$ cat src/design/midpoint_circle_rasterizer_top_assert.svh
// ----------------------------------------------------------------------------
// Midpoint circle rasterizer assertion macros
// Shared wrappers that clock every check on clk_i and mute it during reset.
// ----------------------------------------------------------------------------
`ifndef MIDPOINT_CIRCLE_RASTERIZER_TOP_ASSERT_SVH
`define MIDPOINT_CIRCLE_RASTERIZER_TOP_ASSERT_SVH

// Property that must hold in the same cycle as its trigger.
`define MCR_ASSERT(label, prop, msg) \
  label: assert property (@(posedge clk_i) disable iff (!rst_ni) (prop)) \
    else $error(msg);

// Implication checked in the cycle after the antecedent.
`define MCR_ASSERT_NEXT(label, ante, cons, msg) \
  label: assert property (@(posedge clk_i) disable iff (!rst_ni) (ante) |=> (cons)) \
    else $error(msg);

`endif

$ cat src/design/mcr_pkg.sv
// ----------------------------------------------------------------------------
// Midpoint circle rasterizer package
// Widths, reset constants, register codes and the request record.
// ----------------------------------------------------------------------------
`default_nettype none

package mcr_pkg;

  localparam int CoordW   = 10;   // centre coordinates
  localparam int RadiusW  = 7;    // radius and step offsets
  localparam int ColorW   = 16;   // RGB565 colour
  localparam int ClipW    = 10;   // clip registers
  localparam int MaskW    = 8;    // eight mirrored points
  localparam int DecW     = 10;   // decision term
  localparam int IncW     = 9;    // x and y increments
  localparam int PointW   = 12;   // signed point coordinate, centre plus or minus offset
  localparam int CfgIdxW  = 1;
  localparam int CfgDataW = 10;

  localparam int MaxRadiusDefault = 84;
  localparam int QDepth           = 2;

  localparam logic [ClipW-1:0] ClipWidthReset  = ClipW'(300);
  localparam logic [ClipW-1:0] ClipHeightReset = ClipW'(200);

  // Points drawn on the first step of a circle: the four cardinal points.
  localparam logic [MaskW-1:0] CardinalMask = 8'h35;
  // Points that the first step never draws.
  localparam logic [MaskW-1:0] DiagonalMask = 8'hCA;

  typedef enum logic [CfgIdxW-1:0] {
    CfgClipWidth  = 1'b0,
    CfgClipHeight = 1'b1
  } cfg_reg_e;

  typedef struct packed {
    logic [CoordW-1:0]  center_x;
    logic [CoordW-1:0]  center_y;
    logic [RadiusW-1:0] radius;
    logic               erase;
    logic [ColorW-1:0]  pen_color;
  } req_t;

  // Head of the request queue as seen by the walker.
  typedef struct packed {
    logic valid;
    req_t req;
  } head_t;

endpackage

`default_nettype wire

$ cat src/design/mcr_if.sv
// ----------------------------------------------------------------------------
// Midpoint circle rasterizer channels
// Valid/ready interfaces for the request, result and register write channels.
// ----------------------------------------------------------------------------
`default_nettype none

interface mcr_in_if import mcr_pkg::*; ();
  logic               valid;
  logic               ready;
  logic [CoordW-1:0]  center_x;
  logic [CoordW-1:0]  center_y;
  logic [RadiusW-1:0] radius;
  logic               erase;
  logic [ColorW-1:0]  pen_color;

  modport source (output valid, center_x, center_y, radius, erase, pen_color,
                  input ready);
  modport sink   (input valid, center_x, center_y, radius, erase, pen_color,
                  output ready);
endinterface

interface mcr_out_if import mcr_pkg::*; ();
  logic               valid;
  logic               ready;
  logic [CoordW-1:0]  center_x_out;
  logic [CoordW-1:0]  center_y_out;
  logic [RadiusW-1:0] offset_a;
  logic [RadiusW-1:0] offset_b;
  logic [MaskW-1:0]   point_mask;
  logic               erase_out;
  logic [ColorW-1:0]  color_out;
  logic               last;

  modport source (output valid, center_x_out, center_y_out, offset_a, offset_b,
                  point_mask, erase_out, color_out, last, input ready);
  modport sink   (input valid, center_x_out, center_y_out, offset_a, offset_b,
                  point_mask, erase_out, color_out, last, output ready);
endinterface

interface mcr_cfg_if import mcr_pkg::*; ();
  logic                valid;
  logic                ready;
  logic [CfgIdxW-1:0]  index;
  logic [CfgDataW-1:0] data;

  modport source (output valid, index, data, input ready);
  modport sink   (input valid, index, data, output ready);
endinterface

`default_nettype wire

$ cat src/design/mcr_front.sv
// ----------------------------------------------------------------------------
// Midpoint circle rasterizer front end
// Accepts requests, saturates the radius and holds them in a short queue.
// ----------------------------------------------------------------------------
`default_nettype none

module mcr_front import mcr_pkg::*; #(
  parameter int MaxRadius = MaxRadiusDefault
) (
  input  wire         clk_i,
  input  wire         rst_ni,
  mcr_in_if.sink      in_i,
  output head_t       head_o,
  input  logic        pop_i
);

  localparam int PtrW = (QDepth > 1) ? $clog2(QDepth) : 1;
  localparam int CntW = $clog2(QDepth + 1);

  req_t               mem_q [QDepth];
  logic [PtrW-1:0]    wr_ptr_q, wr_ptr_d;
  logic [PtrW-1:0]    rd_ptr_q, rd_ptr_d;
  logic [CntW-1:0]    count_q, count_d;
  logic               push;
  req_t               req_in;

  assign in_i.ready = (count_q != CntW'(QDepth));
  assign push       = in_i.valid && in_i.ready;

  // Radii beyond the supported maximum are clamped on entry.
  always_comb begin
    req_in.center_x  = in_i.center_x;
    req_in.center_y  = in_i.center_y;
    req_in.erase     = in_i.erase;
    req_in.pen_color = in_i.pen_color;
    if (in_i.radius > RadiusW'(MaxRadius)) begin
      req_in.radius = RadiusW'(MaxRadius);
    end else begin
      req_in.radius = in_i.radius;
    end
  end

  always_comb begin
    wr_ptr_d = wr_ptr_q;
    rd_ptr_d = rd_ptr_q;
    count_d  = count_q;
    if (push) begin
      wr_ptr_d = (wr_ptr_q == PtrW'(QDepth - 1)) ? '0 : wr_ptr_q + 1'b1;
    end
    if (pop_i) begin
      rd_ptr_d = (rd_ptr_q == PtrW'(QDepth - 1)) ? '0 : rd_ptr_q + 1'b1;
    end
    priority if (push && !pop_i) begin
      count_d = count_q + 1'b1;
    end else if (pop_i && !push) begin
      count_d = count_q - 1'b1;
    end
  end

  always_ff @(posedge clk_i or negedge rst_ni) begin
    if (!rst_ni) begin
      wr_ptr_q <= '0;
      rd_ptr_q <= '0;
      count_q  <= '0;
    end else begin
      wr_ptr_q <= wr_ptr_d;
      rd_ptr_q <= rd_ptr_d;
      count_q  <= count_d;
    end
  end

  always_ff @(posedge clk_i) begin
    if (push) begin
      mem_q[wr_ptr_q] <= req_in;
    end
  end

  assign head_o.valid = (count_q != '0);
  assign head_o.req   = mem_q[rd_ptr_q];

endmodule

`default_nettype wire

$ cat src/design/mcr_walker.sv
// ----------------------------------------------------------------------------
// Midpoint circle rasterizer walker
// Steps the midpoint recurrence, clips the eight mirrored points per step.
// ----------------------------------------------------------------------------
`default_nettype none

module mcr_walker import mcr_pkg::*; (
  input  wire               clk_i,
  input  wire               rst_ni,
  input  head_t             head_i,
  output logic              pop_o,
  input  logic [ClipW-1:0]  clip_width_i,
  input  logic [ClipW-1:0]  clip_height_i,
  mcr_out_if.source         out_o
);

  // Walk state.
  logic                      busy_q;
  logic                      first_q;
  logic signed [DecW-1:0]    dec_q;
  logic signed [IncW-1:0]    ddx_q;
  logic signed [IncW-1:0]    ddy_q;
  logic [RadiusW-1:0]        ox_q;
  logic [RadiusW-1:0]        oy_q;
  logic [CoordW-1:0]         cx_q;
  logic [CoordW-1:0]         cy_q;
  logic                      erase_q;
  logic [ColorW-1:0]         color_q;

  // Output register.
  logic                      ov_q;
  logic [CoordW-1:0]         o_cx_q;
  logic [CoordW-1:0]         o_cy_q;
  logic [RadiusW-1:0]        o_ox_q;
  logic [RadiusW-1:0]        o_oy_q;
  logic [MaskW-1:0]          o_mask_q;
  logic                      o_erase_q;
  logic [ColorW-1:0]         o_color_q;
  logic                      o_last_q;

  logic                      emit_en;
  logic                      load_en;
  logic                      last_now;
  logic                      step_down;
  logic signed [IncW-1:0]    ddx_n;
  logic signed [IncW-1:0]    ddy_n;
  logic signed [DecW-1:0]    dec_n;
  logic signed [DecW-1:0]    dec_init;
  logic signed [IncW-1:0]    ddy_init;
  logic signed [PointW-1:0]  cx_s, cy_s, ox_s, oy_s;
  logic signed [PointW-1:0]  px [MaskW];
  logic signed [PointW-1:0]  py [MaskW];
  logic [MaskW-1:0]          in_clip;
  logic [MaskW-1:0]          mask_now;

  assign last_now = !(ox_q < oy_q);
  assign emit_en  = busy_q && (!ov_q || out_o.ready);
  assign load_en  = head_i.valid && (!busy_q || (emit_en && last_now));
  assign pop_o    = load_en;

  // Point coordinates in the fixed octant order.
  always_comb begin
    cx_s = PointW'(cx_q);
    cy_s = PointW'(cy_q);
    ox_s = PointW'(ox_q);
    oy_s = PointW'(oy_q);
    px[0] = cx_s + ox_s;  py[0] = cy_s + oy_s;
    px[1] = cx_s - ox_s;  py[1] = cy_s + oy_s;
    px[2] = cx_s + ox_s;  py[2] = cy_s - oy_s;
    px[3] = cx_s - ox_s;  py[3] = cy_s - oy_s;
    px[4] = cx_s + oy_s;  py[4] = cy_s + ox_s;
    px[5] = cx_s - oy_s;  py[5] = cy_s + ox_s;
    px[6] = cx_s + oy_s;  py[6] = cy_s - ox_s;
    px[7] = cx_s - oy_s;  py[7] = cy_s - ox_s;
    for (int i = 0; i < MaskW; i++) begin
      in_clip[i] = !px[i][PointW-1] && !py[i][PointW-1]
                && ($unsigned(px[i]) < PointW'(clip_width_i))
                && ($unsigned(py[i]) < PointW'(clip_height_i));
    end
    mask_now = first_q ? (in_clip & CardinalMask) : in_clip;
  end

  // One step of the recurrence.
  always_comb begin
    step_down = !dec_q[DecW-1];
    ddy_n     = step_down ? ddy_q + IncW'(2) : ddy_q;
    ddx_n     = ddx_q + IncW'(2);
    dec_n     = dec_q + (step_down ? DecW'(ddy_n) : '0) + DecW'(ddx_n);
    dec_init  = DecW'(1) - DecW'(head_i.req.radius);
    ddy_init  = IncW'(0) - IncW'({head_i.req.radius, 1'b0});
  end

  always_ff @(posedge clk_i or negedge rst_ni) begin
    if (!rst_ni) begin
      busy_q <= 1'b0;
      ov_q   <= 1'b0;
    end else begin
      if (load_en) begin
        busy_q <= 1'b1;
      end else if (emit_en && last_now) begin
        busy_q <= 1'b0;
      end
      if (emit_en) begin
        ov_q <= 1'b1;
      end else if (out_o.ready) begin
        ov_q <= 1'b0;
      end
    end
  end

  always_ff @(posedge clk_i) begin
    if (load_en) begin
      first_q <= 1'b1;
      dec_q   <= dec_init;
      ddx_q   <= IncW'(1);
      ddy_q   <= ddy_init;
      ox_q    <= '0;
      oy_q    <= head_i.req.radius;
      cx_q    <= head_i.req.center_x;
      cy_q    <= head_i.req.center_y;
      erase_q <= head_i.req.erase;
      color_q <= head_i.req.pen_color;
    end else if (emit_en) begin
      first_q <= 1'b0;
      dec_q   <= dec_n;
      ddx_q   <= ddx_n;
      ddy_q   <= ddy_n;
      ox_q    <= ox_q + 1'b1;
      oy_q    <= step_down ? oy_q - 1'b1 : oy_q;
    end
    if (emit_en) begin
      o_cx_q    <= cx_q;
      o_cy_q    <= cy_q;
      o_ox_q    <= ox_q;
      o_oy_q    <= oy_q;
      o_mask_q  <= mask_now;
      o_erase_q <= erase_q;
      o_color_q <= color_q;
      o_last_q  <= last_now;
    end
  end

  assign out_o.valid        = ov_q;
  assign out_o.center_x_out = o_cx_q;
  assign out_o.center_y_out = o_cy_q;
  assign out_o.offset_a     = o_ox_q;
  assign out_o.offset_b     = o_oy_q;
  assign out_o.point_mask   = o_mask_q;
  assign out_o.erase_out    = o_erase_q;
  assign out_o.color_out    = o_color_q;
  assign out_o.last         = o_last_q;

endmodule

`default_nettype wire

$ cat src/design/midpoint_circle_rasterizer_top.sv
// ----------------------------------------------------------------------------
// Midpoint circle rasterizer
// Turns circle requests into per-step offsets with an eight-point clip mask.
// ----------------------------------------------------------------------------
// Usage. A circle request (centre, radius, erase flag, colour) is one beat on
// in_i. Each beat on out_o is one step of the midpoint walk: the offsets, a
// mask of which of the eight mirrored points fall inside the clip area, the
// centre, erase flag and colour passed on, and last on the final step.
// The clip registers are written through cfg_i (index 0 width, 1 height),
// which is always ready; write them only while no circle is in flight.
// A taken request passes through the queue and the walker state, and its
// first step reaches out_o from the output register. A circle of radius r
// (clamped to MaxRadius) gives about r/sqrt(2) + 1 beats, one per cycle while
// out_o.ready is high, so at most 61 beats for radius 84; the rate is set by
// the walker, which retires one step of the recurrence a cycle unless stalled.
// Requests queue in a two-entry buffer, and while out_o.ready is high the
// first step of a queued circle follows the last step of the previous one
// in the very next cycle. Reset clears the queue, the walker and the output
// valid, and sets the clip registers to 300 by 200. When the receiver holds
// out_o.ready low, the beat on show is kept stable, the walker pauses and the
// queue fills, after which in_i.ready drops.
// ----------------------------------------------------------------------------
`default_nettype none

`include "midpoint_circle_rasterizer_top_assert.svh"

module midpoint_circle_rasterizer_top import mcr_pkg::*; #(
  parameter int MaxRadius = MaxRadiusDefault
) (
  input  wire         clk_i,
  input  wire         rst_ni,
  mcr_in_if.sink      in_i,
  mcr_out_if.source   out_o,
  mcr_cfg_if.sink     cfg_i
);

  logic [ClipW-1:0] clip_width_q;
  logic [ClipW-1:0] clip_height_q;
  head_t            head;
  logic             pop;

  // Register writes are always taken; an index decodes to one of two clips.
  assign cfg_i.ready = 1'b1;

  always_ff @(posedge clk_i or negedge rst_ni) begin
    if (!rst_ni) begin
      clip_width_q  <= ClipWidthReset;
      clip_height_q <= ClipHeightReset;
    end else if (cfg_i.valid) begin
      unique case (cfg_reg_e'(cfg_i.index))
        CfgClipWidth:  clip_width_q  <= cfg_i.data;
        CfgClipHeight: clip_height_q <= cfg_i.data;
        default:       clip_width_q  <= clip_width_q;
      endcase
    end
  end

  // Front end: takes requests, clamps the radius and buffers them.
  mcr_front #(
    .MaxRadius (MaxRadius)
  ) u_front (
    .clk_i  (clk_i),
    .rst_ni (rst_ni),
    .in_i   (in_i),
    .head_o (head),
    .pop_i  (pop)
  );

  // Back end: walks one circle at a time into the output register.
  mcr_walker u_walker (
    .clk_i         (clk_i),
    .rst_ni        (rst_ni),
    .head_i        (head),
    .pop_o         (pop),
    .clip_width_i  (clip_width_q),
    .clip_height_i (clip_height_q),
    .out_o         (out_o)
  );

  // Every step before the last stays strictly below the diagonal.
  `MCR_ASSERT(a_offsets_ordered, !(out_o.valid && !out_o.last) || (out_o.offset_a < out_o.offset_b), "non-final step has offset_a not below offset_b")
  // The major offset never exceeds the clamped radius.
  `MCR_ASSERT(a_radius_clamped, !out_o.valid || (out_o.offset_b <= RadiusW'(MaxRadius)), "offset_b beyond the maximum radius")
  // A step with zero minor offset draws only the cardinal points.
  `MCR_ASSERT(a_first_cardinal, !(out_o.valid && (out_o.offset_a == '0)) || ((out_o.point_mask & DiagonalMask) == '0), "first step carries a diagonal point")
  // A beat on show is not withdrawn while the receiver stalls.
  `MCR_ASSERT_NEXT(a_hold, out_o.valid && !out_o.ready, out_o.valid, "step beat dropped while the receiver stalls")

endmodule

`default_nettype wire
$ cat src/flat_wrapper.sv
// flat-port wrapper written by rule: the top's interface ports become plain ports
module midpoint_circle_rasterizer_top_flat import mcr_pkg::*;
#(
  parameter int MaxRadius = MaxRadiusDefault
)
  (clk_i, rst_ni, in_i_valid, in_i_center_x, in_i_center_y, in_i_radius, in_i_erase, in_i_pen_color, in_i_ready, out_o_valid, out_o_center_x_out, out_o_center_y_out, out_o_offset_a, out_o_offset_b, out_o_point_mask, out_o_erase_out, out_o_color_out, out_o_last, out_o_ready, cfg_i_valid, cfg_i_index, cfg_i_data, cfg_i_ready);
  mcr_in_if in_i_i ();
  mcr_out_if out_o_i ();
  mcr_cfg_if cfg_i_i ();
  input  wire clk_i;
  input  wire rst_ni;
  input wire logic [$bits(in_i_i.valid)-1:0] in_i_valid;
  input wire logic [$bits(in_i_i.center_x)-1:0] in_i_center_x;
  input wire logic [$bits(in_i_i.center_y)-1:0] in_i_center_y;
  input wire logic [$bits(in_i_i.radius)-1:0] in_i_radius;
  input wire logic [$bits(in_i_i.erase)-1:0] in_i_erase;
  input wire logic [$bits(in_i_i.pen_color)-1:0] in_i_pen_color;
  output wire logic [$bits(in_i_i.ready)-1:0] in_i_ready;
  output wire logic [$bits(out_o_i.valid)-1:0] out_o_valid;
  output wire logic [$bits(out_o_i.center_x_out)-1:0] out_o_center_x_out;
  output wire logic [$bits(out_o_i.center_y_out)-1:0] out_o_center_y_out;
  output wire logic [$bits(out_o_i.offset_a)-1:0] out_o_offset_a;
  output wire logic [$bits(out_o_i.offset_b)-1:0] out_o_offset_b;
  output wire logic [$bits(out_o_i.point_mask)-1:0] out_o_point_mask;
  output wire logic [$bits(out_o_i.erase_out)-1:0] out_o_erase_out;
  output wire logic [$bits(out_o_i.color_out)-1:0] out_o_color_out;
  output wire logic [$bits(out_o_i.last)-1:0] out_o_last;
  input wire logic [$bits(out_o_i.ready)-1:0] out_o_ready;
  input wire logic [$bits(cfg_i_i.valid)-1:0] cfg_i_valid;
  input wire logic [$bits(cfg_i_i.index)-1:0] cfg_i_index;
  input wire logic [$bits(cfg_i_i.data)-1:0] cfg_i_data;
  output wire logic [$bits(cfg_i_i.ready)-1:0] cfg_i_ready;
  assign in_i_i.valid = in_i_valid;
  assign in_i_i.center_x = in_i_center_x;
  assign in_i_i.center_y = in_i_center_y;
  assign in_i_i.radius = in_i_radius;
  assign in_i_i.erase = in_i_erase;
  assign in_i_i.pen_color = in_i_pen_color;
  assign in_i_ready = in_i_i.ready;
  assign out_o_valid = out_o_i.valid;
  assign out_o_center_x_out = out_o_i.center_x_out;
  assign out_o_center_y_out = out_o_i.center_y_out;
  assign out_o_offset_a = out_o_i.offset_a;
  assign out_o_offset_b = out_o_i.offset_b;
  assign out_o_point_mask = out_o_i.point_mask;
  assign out_o_erase_out = out_o_i.erase_out;
  assign out_o_color_out = out_o_i.color_out;
  assign out_o_last = out_o_i.last;
  assign out_o_i.ready = out_o_ready;
  assign cfg_i_i.valid = cfg_i_valid;
  assign cfg_i_i.index = cfg_i_index;
  assign cfg_i_i.data = cfg_i_data;
  assign cfg_i_ready = cfg_i_i.ready;
  midpoint_circle_rasterizer_top #(.MaxRadius(MaxRadius)) u_core (.clk_i(clk_i), .rst_ni(rst_ni), .in_i(in_i_i), .out_o(out_o_i), .cfg_i(cfg_i_i));
endmodule
$ cat config.mk
export PLATFORM = sky130hd
export DESIGN_NAME = midpoint_circle_rasterizer_top_flat
export DESIGN_NICKNAME = d
export VERILOG_FILES = /design/src/design/mcr_pkg.sv /design/src/design/mcr_if.sv /design/src/design/mcr_front.sv /design/src/design/mcr_walker.sv /design/src/design/midpoint_circle_rasterizer_top.sv /design/src/flat_wrapper.sv
export VERILOG_INCLUDE_DIRS = /design/src /design/src/design
export SDC_FILE = /design/constraint.sdc
export NUM_CORES = 1
export LEC_CHECK = 0
export BUFFER_PORTS_ARGS = -buffer_cell sky130_fd_sc_hd__buf_2
export CAP_MARGIN = 20
export CORE_MARGIN = 1.5
export CORE_UTILIZATION = 65
export CTS_BUF_LIST = sky130_fd_sc_hd__clkbuf_4 sky130_fd_sc_hd__clkbuf_8
export DETAILED_ROUTE_END_ITERATION = 8
export GPL_TIMING_DRIVEN = 0
export PLACE_DENSITY_LB_ADDON = 0.25
export SYNTH_ARGS = -nofsm -noshare
export SYNTH_HDL_FRONTEND = slang
export SYNTH_SLANG_ARGS = --single-unit
$ cat constraint.sdc
create_clock -name clk_i -period 6.6 [get_ports clk_i]
set_input_delay 1.98 -clock clk_i [delete_from_list [all_inputs] [get_ports clk_i]]
set_output_delay 1.98 -clock clk_i [all_outputs]
set_load 0.05 [all_outputs]
==> summary by stage, run 1 <==
Routing
The detailed-route wire length on metal 1 is 13.5 mm. In this run the remaining antenna-violating nets after routing total 0. The total via count in the routed design is 9,684. The number of DRC violations after detailed routing is 0. Routed signal wires occupy layers up through met5. The number of violations reported at the end of detailed-routing iteration 0 is 690.

Using the TritonRoute via totals, the vias-per-cell ratio works out to 5.82. Before antenna repair, the detailed router went through 7 iterations. The average wire length per cell after detail routing is 19.3 um. The sum of routed wire length over all layers is 32.1 mm.

Summed over all nets, wire length on met3 after detailed routing comes to 2.06 mm. The wire length on met2 is 15.5 mm.

Synthesis
The fraction of post-synthesis cell area in the top cell type by area is 0.443. The number of library cell types mapped by synthesis is 64. Synthesis produced 1,192 cells. The synthesized netlist net count is 1,419.

Of the synthesized area, sequential elements account for 0.511. By count the netlist is led by edfxtp_1, ha_1, nor2_1. The flop and latch count out of synthesis is 252. The cell taking the most area after synthesis is edfxtp_1. In the post-synthesis netlist, the biggest area contributors are edfxtp_1, ha_1, xnor2_1. In the synthesized netlist the async set-or-reset flop fraction comes to 0.103.

The average cell area after synthesis is 12.0 um^2. The most common cell in the synthesized netlist is edfxtp_1. The synthesized design contains 210 enable-type register cells. The netlist area before placement is 0.0142 mm^2. For this run, the number of Yosys warnings is 0. Among all flip-flop cells after synthesis, the most frequent one is edfxtp_1.

Clock tree
The number of clock buffers added by TritonCTS is 39. The buffer count from post-CTS setup fixing is 0. The depth of the CTS H-tree is 2. After clock tree synthesis, the clock-pin slew on the worst setup and hold paths is 70 ps. The clock root buffer is clkbuf_8. TritonCTS built the clock tree.

The insertion delay to the later sink of the worst-skew pair is 560 ps. The maximum buffer depth of the clock tree is 3. The post-cts repair resize count is 0. The post-cts hold buffer count is 0.

For this design, the sink count on the clock tree is 252.

STA
Setup repair after global routing left no endpoint under its margin. The maximum frequency from static timing analysis is 0.224 GHz. Setup total negative slack on the finished layout was measured at 0 ps. The shortest period the worst path allows is 4460 ps. For the pin with the worst max-slew slack, the measured transition is 1060 ps. The count of pins over their slew limit is 0. The number of hold violations in the final report is 0. Dividing the final minimum period by the clock period gives 0.675.

The worst-case clock skew is 26.6 ps. The number of endpoints failing setup at the final stage is 0. Measured against its own limit, the worst slew margin works out to 0.288.

Die
The number of ports placed on the die boundary is 123. In this run the standard cell core region covers 0.0213 mm^2. Measured along the x axis, the die boundary spans 151 um. The floorplan has 53 rows. The effective utilization at floorplan is 0.669. Measured along the y axis, the die boundary spans 151 um. The die area is 0.0228 mm^2.

Critical path
The worst path arrival time is 4790 ps. The type of destination of the critical path is a flip-flop. The cell count of the worst reg-to-reg path is 14. The worst register-to-register path ends at u_core.u_walker.out_o.point_mask[3]. The flop-to-flop setup slack is 2140 ps. The setup path with the least slack is of type flip-flop to flip-flop. The critical-path maximum fanout is 7. The worst reg2reg path startpoint is u_core.u_walker.oy_q[1]. The required time of the critical path is 6930 ps. The kind of start point of the critical path is a flip-flop.

Layout
The final cell count without fillers is 1,665. In the final design database the tool counted 1,585 nets. The layout has 1,415 filler cells.

In the final layout, the share of cells above drive strength 1 is 0.187. The signed area change from the synthesized netlist to the final layout is 12.6%.

GRT
The wire length of the first global-routing pass is 49.4 mm. The via count of the first global-routing pass was 9,644. The total congestion overflow is 0. The largest net degree at the start of global routing is 70.

The combined global-route utilization of all metal layers is 0.287. The initial antenna violation count was 1.

Placed design
After legalization and detailed placement, the total HPWL measured 23.1 mm. The placer congestion estimate is 0.909. The count of placed standard cells including taps is 1,591. The number of I/O port buffers is 121.

Outcome
The flow ran to the end, and the final reports show no timing, DRC or antenna violations.

Flow run
Max-cap violations in this run came to 0.

Pwr
The cell area power density is 527 mW/mm^2. The worst-case vdd ir drop is 0.000287 V. The cell leakage power is 6.60 nW.

Worst hold path
The launch instance of the worst min-delay path is u_core.u_walker.color_q[2]. The instance count along the most critical hold path is 0. The worst-case hold path end point is u_core.u_walker.out_o.color_out[2]. The tightest min-delay check is of the flip-flop to flip-flop type.
[power breakdown]
| part | internal, mW | switching [mW] |
|---|---|---|
| sequential | 2.36 | 0.326 |
| combinational | 1.85 | 2.65 |
| clock | 0.633 | 0.641 |
[routing by layer]
metal,global-route usage,vias up
met5,0,-
met4,0.113,2
met3,0.0509,78
met2,0.487,343
met1,0.367,4604
li1,-,4657
[flip-flops by register name, indices dropped and copies added, names as in the netlist, 2 cells and up]
register / count
u_core.clip_height_q: 10
u_core.clip_width_q: 10
u_core.u_front.count_q: 2
u_core.u_front.mem_q: 88
u_core.u_walker.color_q: 16
u_core.u_walker.cx_q: 10
u_core.u_walker.cy_q: 10
u_core.u_walker.ddx_q: 8
u_core.u_walker.ddy_q: 8
u_core.u_walker.dec_q: 10
u_core.u_walker.out_o.center_x_out: 10
u_core.u_walker.out_o.center_y_out: 10
u_core.u_walker.out_o.color_out: 16
u_core.u_walker.out_o.offset_a: 7
u_core.u_walker.out_o.offset_b: 7
u_core.u_walker.out_o.point_mask: 8
u_core.u_walker.ox_q: 7
u_core.u_walker.oy_q: 7
[cells in the final DEF (no fill, tap or decap), types with 4 or more instances in the layout]
cell type	count
buf_2	129
edfxtp_1	210
mux2_2	49
o31ai_1	5
dfstp_2	7
dfrtp_1	19
buf_4	4
o21bai_1	11
nand2_1	68
clkbuf_1	12
xnor2_1	64
and2_1	5
o21ai_0	55
xor2_1	37
mux2i_1	11
nand4_1	13
nor4b_1	4
nand3_1	14
and3_1	9
nor2b_1	20
nor3_1	10
a211oi_1	8
inv_1	78
nand2b_1	18
nor2_1	95
clkbuf_8	42
dfxtp_1	16
o21a_1	12
o211ai_1	5
a21o_1	19
ha_1	150
o22ai_1	4
a21oi_1	72
a21boi_0	11
clkbuf_4	5
o41ai_1	7
clkinv_1	14
fa_1	17
clkinv_2	5
[cell type report]
type                            instances  area [um^2]  share of cell area
Antenna cell                            1         2.50            0.000156
Buffer                                 25          119             0.00741
Clock buffer                           47          616              0.0384
Clock inverter                         25          139             0.00866
Inverter                               79          299              0.0186
Multi-Input combinational cell        836         6560               0.409
Sequential cell                       252         7290               0.454
Tap cell                              275          344              0.0214
Timing Repair Buffer                  125          681              0.0424
[through the flow]
step | setup slack (ps) | power (mW) | instance area (um^2) | hold WS (ps) | util
6_report | 2140 | 8.45 | 16000 | 419 | 0.754
5_1_grt | 1910 | 9.12 | 16000 | 422 | 0.754
4_1_cts | 2230 | 8.45 | 16000 | 418 | 0.753
3_5_place_dp | 2240 | 7.14 | 15300 | 405 | 0.717
3_3_place_gp | 927 | 6.95 | 15200 | 401 | 0.714
2_1_floorplan | 2210 | 6.04 | 14200 | 400 | -
[logic make-up after synthesis]
kind of cell,count (synthesis),synth area share
other,1,0.000263
adder cells (fa/ha/maj),167,0.156
buffers and inverters,104,0.0292
AND/OR/NAND/NOR,274,0.0917
flip-flops,252,0.511
AO/OA/AOI/OAI,232,0.102
XOR/XNOR,102,0.0637
multiplexers,60,0.0465
[worst max-delay path: stages (launching register included)]
cell,delay [ps]
edfxtp_1,600
inv_1,330
ha_1,390
nor2b_1,130
o21ai_0,200
a21boi_0,180
o31ai_1,380
a21oi_1,170
xnor2_1,160
ha_1,310
and4_1,220
a2111oi_0,360
and3_1,210
o32ai_1,170
nor4b_1,420
[worst max-delay path by stage]
stage                       startpoint                                   to  depth (start not counted)
2_1_floorplan               in_i_valid           u_core.u_front.mem_q[0][0]                          2
3_3_place_gp                in_i_valid          u_core.u_front.mem_q[0][12]                          3
3_5_place_dp   u_core.u_walker.oy_q[1]  u_core.u_walker.out_o.point_mask[3]                         14
4_1_cts        u_core.u_walker.oy_q[1]  u_core.u_walker.out_o.point_mask[3]                         14
5_1_grt        u_core.u_walker.oy_q[1]  u_core.u_walker.out_o.point_mask[0]                         14
6_report       u_core.u_walker.oy_q[1]  u_core.u_walker.out_o.point_mask[3]                         14
Note: power is estimated with default switching activity, not from simulation.
==> run 2: changes to the inputs <==
--- a/config.mk
+++ b/config.mk
@@ -9,7 +9,7 @@
 export BUFFER_PORTS_ARGS = -buffer_cell sky130_fd_sc_hd__buf_2
 export CAP_MARGIN = 20
 export CORE_MARGIN = 1.5
-export CORE_UTILIZATION = 65
+export CORE_UTILIZATION = 56
 export CTS_BUF_LIST = sky130_fd_sc_hd__clkbuf_4 sky130_fd_sc_hd__clkbuf_8
 export DETAILED_ROUTE_END_ITERATION = 8
 export GPL_TIMING_DRIVEN = 0
==> constraint.sdc (replaced) <==
create_clock -name clk_i -period 3.9 [get_ports clk_i]
set_input_delay 1.17 -clock clk_i [delete_from_list [all_inputs] [get_ports clk_i]]
set_output_delay 1.17 -clock clk_i [all_outputs]
set_load 0.05 [all_outputs]
==> run 2 against run 1 <==
Clock-buffer cell count up 8. Non-clock buffer count up 16. Flip-flop and latch count unchanged. Largest cell class unchanged. Highest routed layer unchanged. First-iteration DRC count down 8.1%.
==> summary by stage, run 2 (synthesis results as in run 1) <==
STA
The count of pins over their slew limit is 0. Hold timing on the final database bottoms out at a slack of 417 ps. The clock period could shrink to 3700 ps. In the finished design, the share of the clock period the worst path needs comes to 0.950. Across the routed clock network, the largest skew measured is 38.4 ps. The setup total negative slack is 0 ps. The maximum frequency from static timing analysis is 0.270 GHz.

Measured against its own limit, the worst slew margin works out to 0.276. The worst-margin pin slew is 1070 ps. The number of hold violations in the final report is 0. The number of endpoints failing setup at the final stage is 0.

Flow run
Across the run, the number of max-cap violations was 0.

Clock tree
The depth of the CTS H-tree is 2. The later pin in the worst-skew pair is clocked with a latency of 580 ps. The clock drives 252 sinks.

The post-cts hold buffer count is 0. The tree is rooted in a clkbuf_8. In this run the deepest clock path goes through 3 buffers. The number of buffers added by the clock tree synthesis step is 41. After clock tree synthesis, the clock-pin slew on the worst setup and hold paths is 70 ps. TritonCTS built the clock tree.

GRT
For this run, the total global-route usage over all layers was measured as 0.248. The total overflow left after global routing is 0. The initial antenna violation count is 3. The first global-routing pass estimated 50.2 mm of wire.

Entering global routing, the biggest net connects 50 pins. The via count of the first global-routing pass is 9,693.

Placed design
The count of placed standard cells including taps is 1,648. Input and output buffers added on the ports amount to 121. The sum of net half-perimeters after detailed placement is 23.5 mm. Routability-driven placement finished with a final weighted congestion of 0.913.

Die
The core region is 0.0251 mm^2. The die boundary height is 163 um. The number of ports placed on the die boundary is 123. For this configuration, the core starts out at a cell density of 0.567. The die area is 0.0264 mm^2. The number of cell rows is 58. The floorplan step set the die width to 163 um.

Outcome
The flow ran to the end, and the final reports show no timing, DRC or antenna violations.

Critical path
The reg-to-reg critical path endpoint is u_core.u_walker.out_o.point_mask[1]. The critical path ends at u_core.u_walker.out_o.point_mask[1]. The largest single stage delay on the critical path is 500 ps.

The worst register-to-register path begins at u_core.u_walker.oy_q[3]. The cell seen most often among critical-path stages is ha_1. The worst register-to-register path has a setup slack of 200 ps. The critical path start-end classification is flip-flop to flip-flop. STA classifies the critical path endpoint as a flip-flop.

STA puts the critical path data arrival time at 4110 ps. Of all nets on the critical path, the largest fanout is 6. The slowest stage of the critical path is the edfxtp_1 cell. The number of cells on the worst reg-to-reg path is 13.

The required time of the critical path is 4300 ps. The signal on the critical path passes through inv_1, ha_1, a21oi_1, o21ai_2, a21oi_2, o21ai_0, xnor2_1, ha_1, and4_1, a221oi_1, nand2_1, a211oi_4, nor4bb_4. The source of the critical timing path is u_core.u_walker.oy_q[3]. STA classifies the critical path startpoint as a flip-flop.

Routing
For this run, the detailed router's first-pass iteration total came to 5. The average wire length per cell after detail routing is 18.5 um. The number of nets with antenna violations after detailed routing is 0. The number of violations reported at the end of detailed-routing iteration 0 is 634. The total via count in the routed design is 9,585. Using the TritonRoute via totals, the vias-per-cell ratio works out to 5.52. The sum of routed wire length over all layers is 32.1 mm. The number of DRC violations after detailed routing is 0.

Layout
The fraction of final layout cells with drive strength greater than 1 is 0.215. The signed area change from the synthesized netlist to the final layout is 15.3%. The final cell count without fillers is 1,735. In the layout the commonest cells are edfxtp_1, ha_1, buf_2.

The utilization after layout is 0.654. The register with the most flip-flops in the layout has 88 of them. The count of nets after finishing is 1,603. The register with the most flip-flops is u_core.u_front.mem_q.

The leading cell type in the layout, fill and taps excluded is edfxtp_1.

Worst hold path
The path class of the lowest-slack min-delay path is flip-flop to flip-flop. The launch instance of the worst min-delay path is u_core.u_walker.color_q[15].

Pwr
The clock group share of total power is 0.153. The share of total power dissipated in combinational logic is 0.541. For this design the ratio of total power to cell area is 892 mW/mm^2.

The switching component of the power is 6.16 mW. The share of total power in sequential cells is 0.305. The cell leakage power is 6.75 nW. The internal power of the cells is 8.50 mW.

VDD sags by at most 0.000492 V. The overall power of the completed layout is 14.7 mW. Of the total power, the share spent switching nets is 0.420.
==> run 2: power by group through the flow <==
stage                     Combinational (mW)  Sequential (mW)  Clock (mW)
after floorplan                         5.29             4.93           0
after global placement                  7.22             4.57           0
after detailed placement                7.54             4.57           0
after CTS                               7.69             4.49        2.31
after global routing                    8.90             4.54        2.41
final                                   7.93             4.48        2.25
==> run 2: layer usage <==
layer / global-route usage / wire (um) / vias up / part of all wire
met3: 0.0565 / 2040 / 66 / 0.064
met5: 0 / 13 / - / 0.00040
met1: 0.315 / 13800 / 4569 / 0.43
met4: 0.0992 / 1030 / 2 / 0.032
li1: - / - / 4685 / -
met2: 0.412 / 15200 / 263 / 0.47
==> run 2: final cells by class <==
class                   count  area, um^2
fillers                  1988        8680
flip-flops and latches    252        7290
multi-input cells         836        6680
repair buffers            141         836
clock buffers              55         669
well taps                 330         413
inverters                  79         303
plain buffers              25         119
clock inverters            16         115
diodes                      1        2.50
==> run 2: critical path: cells and delay by family (launching register included) <==
kind / cells / cell delay [ps]
buf+inv: 1 / 220
fa+ha+maj: 2 / 710
flops: 1 / 500
simple gates: 3 / 600
xor+xnor: 1 / 170
compound gates: 6 / 1330
==> run 2: stage by stage <==
stage | cell area [um^2] | worst slack [ps]
floorplan | 14200 | 321
global placement | 15300 | -1070
detailed placement | 15400 | -382
CTS | 16300 | -21.4
global route | 16400 | -21.3
finish | 16400 | 195
==> run 2: how the worst min path moves through the flow <==
stage                                                endpoint  cells after the start
after floorplan            u_core.u_walker.out_o.color_out[0]                      0
after global placement     u_core.u_walker.out_o.color_out[8]                      0
after detailed placement   u_core.u_walker.out_o.color_out[5]                      0
after CTS                  u_core.u_walker.out_o.color_out[5]                      0
after global routing      u_core.u_walker.out_o.color_out[10]                      0
final                     u_core.u_walker.out_o.color_out[15]                      0
==> run 2: what timing repair did <==
item,CTS,global route
setup endpoints to repair,8,8
gates resized for setup,5,27
buffers inserted,7,8
pin swaps,0,4
hold endpoints to repair,0,0
==> run 3: changes to the inputs <==
--- a/config.mk
+++ b/config.mk
@@ -9,7 +9,7 @@
 export BUFFER_PORTS_ARGS = -buffer_cell sky130_fd_sc_hd__buf_2
 export CAP_MARGIN = 20
 export CORE_MARGIN = 1.5
-export CORE_UTILIZATION = 56
+export CORE_UTILIZATION = 55
 export CTS_BUF_LIST = sky130_fd_sc_hd__clkbuf_4 sky130_fd_sc_hd__clkbuf_8
 export DETAILED_ROUTE_END_ITERATION = 8
 export GPL_TIMING_DRIVEN = 0
==> run 3 against run 2 <==
Critical path depth up 1. Routed wire length up 0.49%. Sequential power about the same. Utilization down 0.42 points. Clock-buffer cell count down 3. Maximum frequency down 1.4%. Flip-flop and latch count unchanged. Critical path type unchanged.
==> summary by stage, run 3 (synthesis results as in run 1) <==
Die
The number of ports placed on the die boundary is 123. The number of cell rows is 58. The die boundary height is 164 um. The die is 164 um wide. The effective utilization at floorplan is 0.563. The die covers 0.0269 mm^2. The area of the core is 0.0253 mm^2.

Critical path
The type of destination of the critical path is a flip-flop. The cell count of the worst reg-to-reg path is 14. The worst setup path is launched from a flip-flop. At the worst endpoint, the required time is 4290 ps. The worst reg2reg path startpoint is u_core.u_walker.ox_q[1]. The signal on the critical path passes through inv_1, ha_1, nor2b_1, o21ai_0, a21boi_1, o31a_1, o31a_1, xnor2_1, ha_1, and3_1, a221o_1, a21oi_1, o221ai_1, nor3b_1. The flop-to-flop setup slack is 140 ps.

The critical path start-end classification is flip-flop to flip-flop. Along the worst path, the maximum fanout reaches 10. The worst register-to-register path ends at u_core.u_walker.out_o.point_mask[6].

The largest incremental delay on the critical path is 450 ps. Data on the critical path arrives at its endpoint at 4150 ps. The largest individual stage delay along the critical path comes from the cell dfxtp_4.

Placed design
Once placement completed, the tool counted placed cells totaling 1,648. The number of I/O port buffers is 121. Routability-driven placement finished with a final weighted congestion of 0.899. Detailed placement ended at an HPWL of 23.5 mm.

Routing
The detailed-route wire length on metal 1 is 13.8 mm. The number of nets with antenna violations after detailed routing is 0. The sum of routed wire length over all layers is 32.3 mm. The number of DRC violations after detailed routing is 0. The via count normalized by instance count is 5.56. The number of violations reported at the end of detailed-routing iteration 0 is 660. The top layer used by detailed routing is met5.

Detailed routing placed a total of 15.1 mm of wire on met2. The final route contains 9,654 vias. The count of TritonRoute iterations in the first routing pass is 5. The sum of met3 wire segment lengths after detailed routing is 2.14 mm. The average wire length per cell after detail routing is 18.6 um.

Clock tree
The maximum buffer depth of the clock tree is 3. The tree built by TritonCTS fans out to 252 sinks. The insertion delay to the later sink of the worst-skew pair is 580 ps. After clock tree synthesis, the clock-pin slew on the worst setup and hold paths is 70 ps. The tree is rooted in a clkbuf_8. The number of clock buffers added by TritonCTS is 43.

The depth of the CTS H-tree is 2. The CTS tree is done. Buffers inserted to repair hold after CTS numbered 0.

Pwr
Of the total power, registers draw 0.301. Power spread over the standard cell area amounts to 903 mW/mm^2. The internal power of the cells is 8.67 mW. For this design the total switching power over the nets is 6.21 mW. VDD sags by at most 0.000488 V. The cell leakage power is 6.76 nW.

The share of total power dissipated in combinational logic is 0.530. Of the total power, the share spent switching nets is 0.417. The clock group share of total power is 0.169.

STA
The count of pins over their slew limit is 0. The number of endpoints failing setup at the final stage is 0. After layout, the minimum clock period comes to 3760 ps.

For the final routed database, the setup TNS stands at 0 ps. The post-route fraction of the period consumed by the critical path is 0.964. The maximum frequency from static timing analysis is 0.266 GHz. The worst-case clock skew is 25.7 ps.

Measured against its own limit, the worst slew margin works out to 0.317. For the pin with the worst max-slew slack, the measured transition is 1010 ps. The number of hold violations in the final report is 0.

Worst hold path
The worst hold path begins at u_core.u_walker.color_q[14]. The instance count along the most critical hold path is 0. The worst-case hold path end point is u_core.u_walker.out_o.color_out[14]. The path class of the tightest hold or removal check is flip-flop to flip-flop.

GRT
The total congestion overflow is 0. In the global route stage, overall resource usage came out at 0.243. The first global-routing pass estimated 49.9 mm of wire. The via count of the first global-routing pass is 9,568. The initial antenna violation count is 2. The largest net degree at the start of global routing is 56.

Outcome
The flow ran to the end, and the final reports show no timing, DRC or antenna violations.

Layout
Compared with the post-synthesis result, the final layout area differs by 15.6%. The count of nets after finishing is 1,599. The filler cells instantiated in the layout total 1,972. Once layout is complete, the cells apart from fillers number 1,736. The register with the most flip-flops is u_core.u_front.mem_q. The leading cell type in the layout, fill and taps excluded is edfxtp_1. The total inserted antenna cells is 0. In the layout the commonest cells are edfxtp_1, ha_1, buf_2. The flip-flop count of the largest register, all copies and words added is 88. The fraction of final layout cells with drive strength greater than 1 is 0.211.

Flow run
The max-capacitance violation count is 0.
==> run 3: changes by cell type in the layout (fill, tap and decap cells not counted), moves of 2 or more <==
cell / delta
buf_4: -6
clkbuf_4: -5
clkinv_1: +4
bufinv_16: +3
clkinv_2: +3
buf_12: +2
buf_16: -2
clkbuf_8: +2
==> run 3: layout make-up <==
cell class              count  area, um^2  area share
flip-flops and latches    252        7290       0.443
multi-input cells         836        6660       0.404
plain buffers              25         119     0.00722
well taps                 330         413      0.0251
clock inverters            27         250      0.0152
inverters                  79         303      0.0184
clock buffers              52         659      0.0400
repair buffers            135         776      0.0471
==> run 3: worst max-delay path by stage <==
stage,cells past startpoint,slack (ps),from,endpoint
after global routing,14,-20,u_core.u_walker.oy_q[1],u_core.u_walker.out_o.point_mask[3]
after floorplan,2,320,in_i_valid,u_core.u_front.mem_q[0][0]
after CTS,14,1,u_core.u_walker.oy_q[0],u_core.u_walker.out_o.point_mask[3]
after detailed placement,14,-410,u_core.u_walker.oy_q[1],u_core.u_walker.out_o.point_mask[0]
after global placement,3,-1110,in_i_valid,u_core.u_front.mem_q[0][33]
final,14,140,u_core.u_walker.ox_q[1],u_core.u_walker.out_o.point_mask[6]
==> run 3: through the flow <==
step / worst slack, ps / instance area [um^2] / power (mW) / util / hold WS [ps]
final: 142 / 16500 / 14.9 / 0.650 / 414
after global routing: -21.8 / 16500 / 16.0 / 0.650 / 420
after CTS: 1.10 / 16400 / 14.8 / 0.646 / 415
after detailed placement: -413 / 15400 / 12.1 / 0.607 / 405
after global placement: -1110 / 15300 / 11.8 / 0.603 / 401
after floorplan: 321 / 14200 / 10.2 / - / 400
==> run 3: what timing repair did <==
item	CTS	global route
buffers inserted	5	4
resized for setup	10	18
pin swaps	1	3
endpoints found under the setup margin	8	8
==> run 3: power groups by stage <==
stage	sequential, mW	clock (mW)	combinational [mW]
after floorplan	4.93	0	5.29
after global placement	4.57	0	7.21
after detailed placement	4.57	0	7.53
after CTS	4.50	2.57	7.73
after global routing	4.55	2.69	8.77
final	4.48	2.52	7.88
==> run 3: worst max-delay path, delay by kind of cell, from the launching register on <==
family,cells,cell delay [ps]
xor gates and xnor gates,1,140
DFF,1,450
buffers and inverters,1,180
AOI/OAI and AO/OA,7,1580
adders and majority gates,2,640
and+or+nand+nor,3,570
==> run 3: metal layers <==
layer / vias up / GRT usage
met1: 4602 / 0.314
met4: 4 / 0.0942
li1: 4687 / -
met5: - / 0
met2: 283 / 0.400
met3: 78 / 0.0508
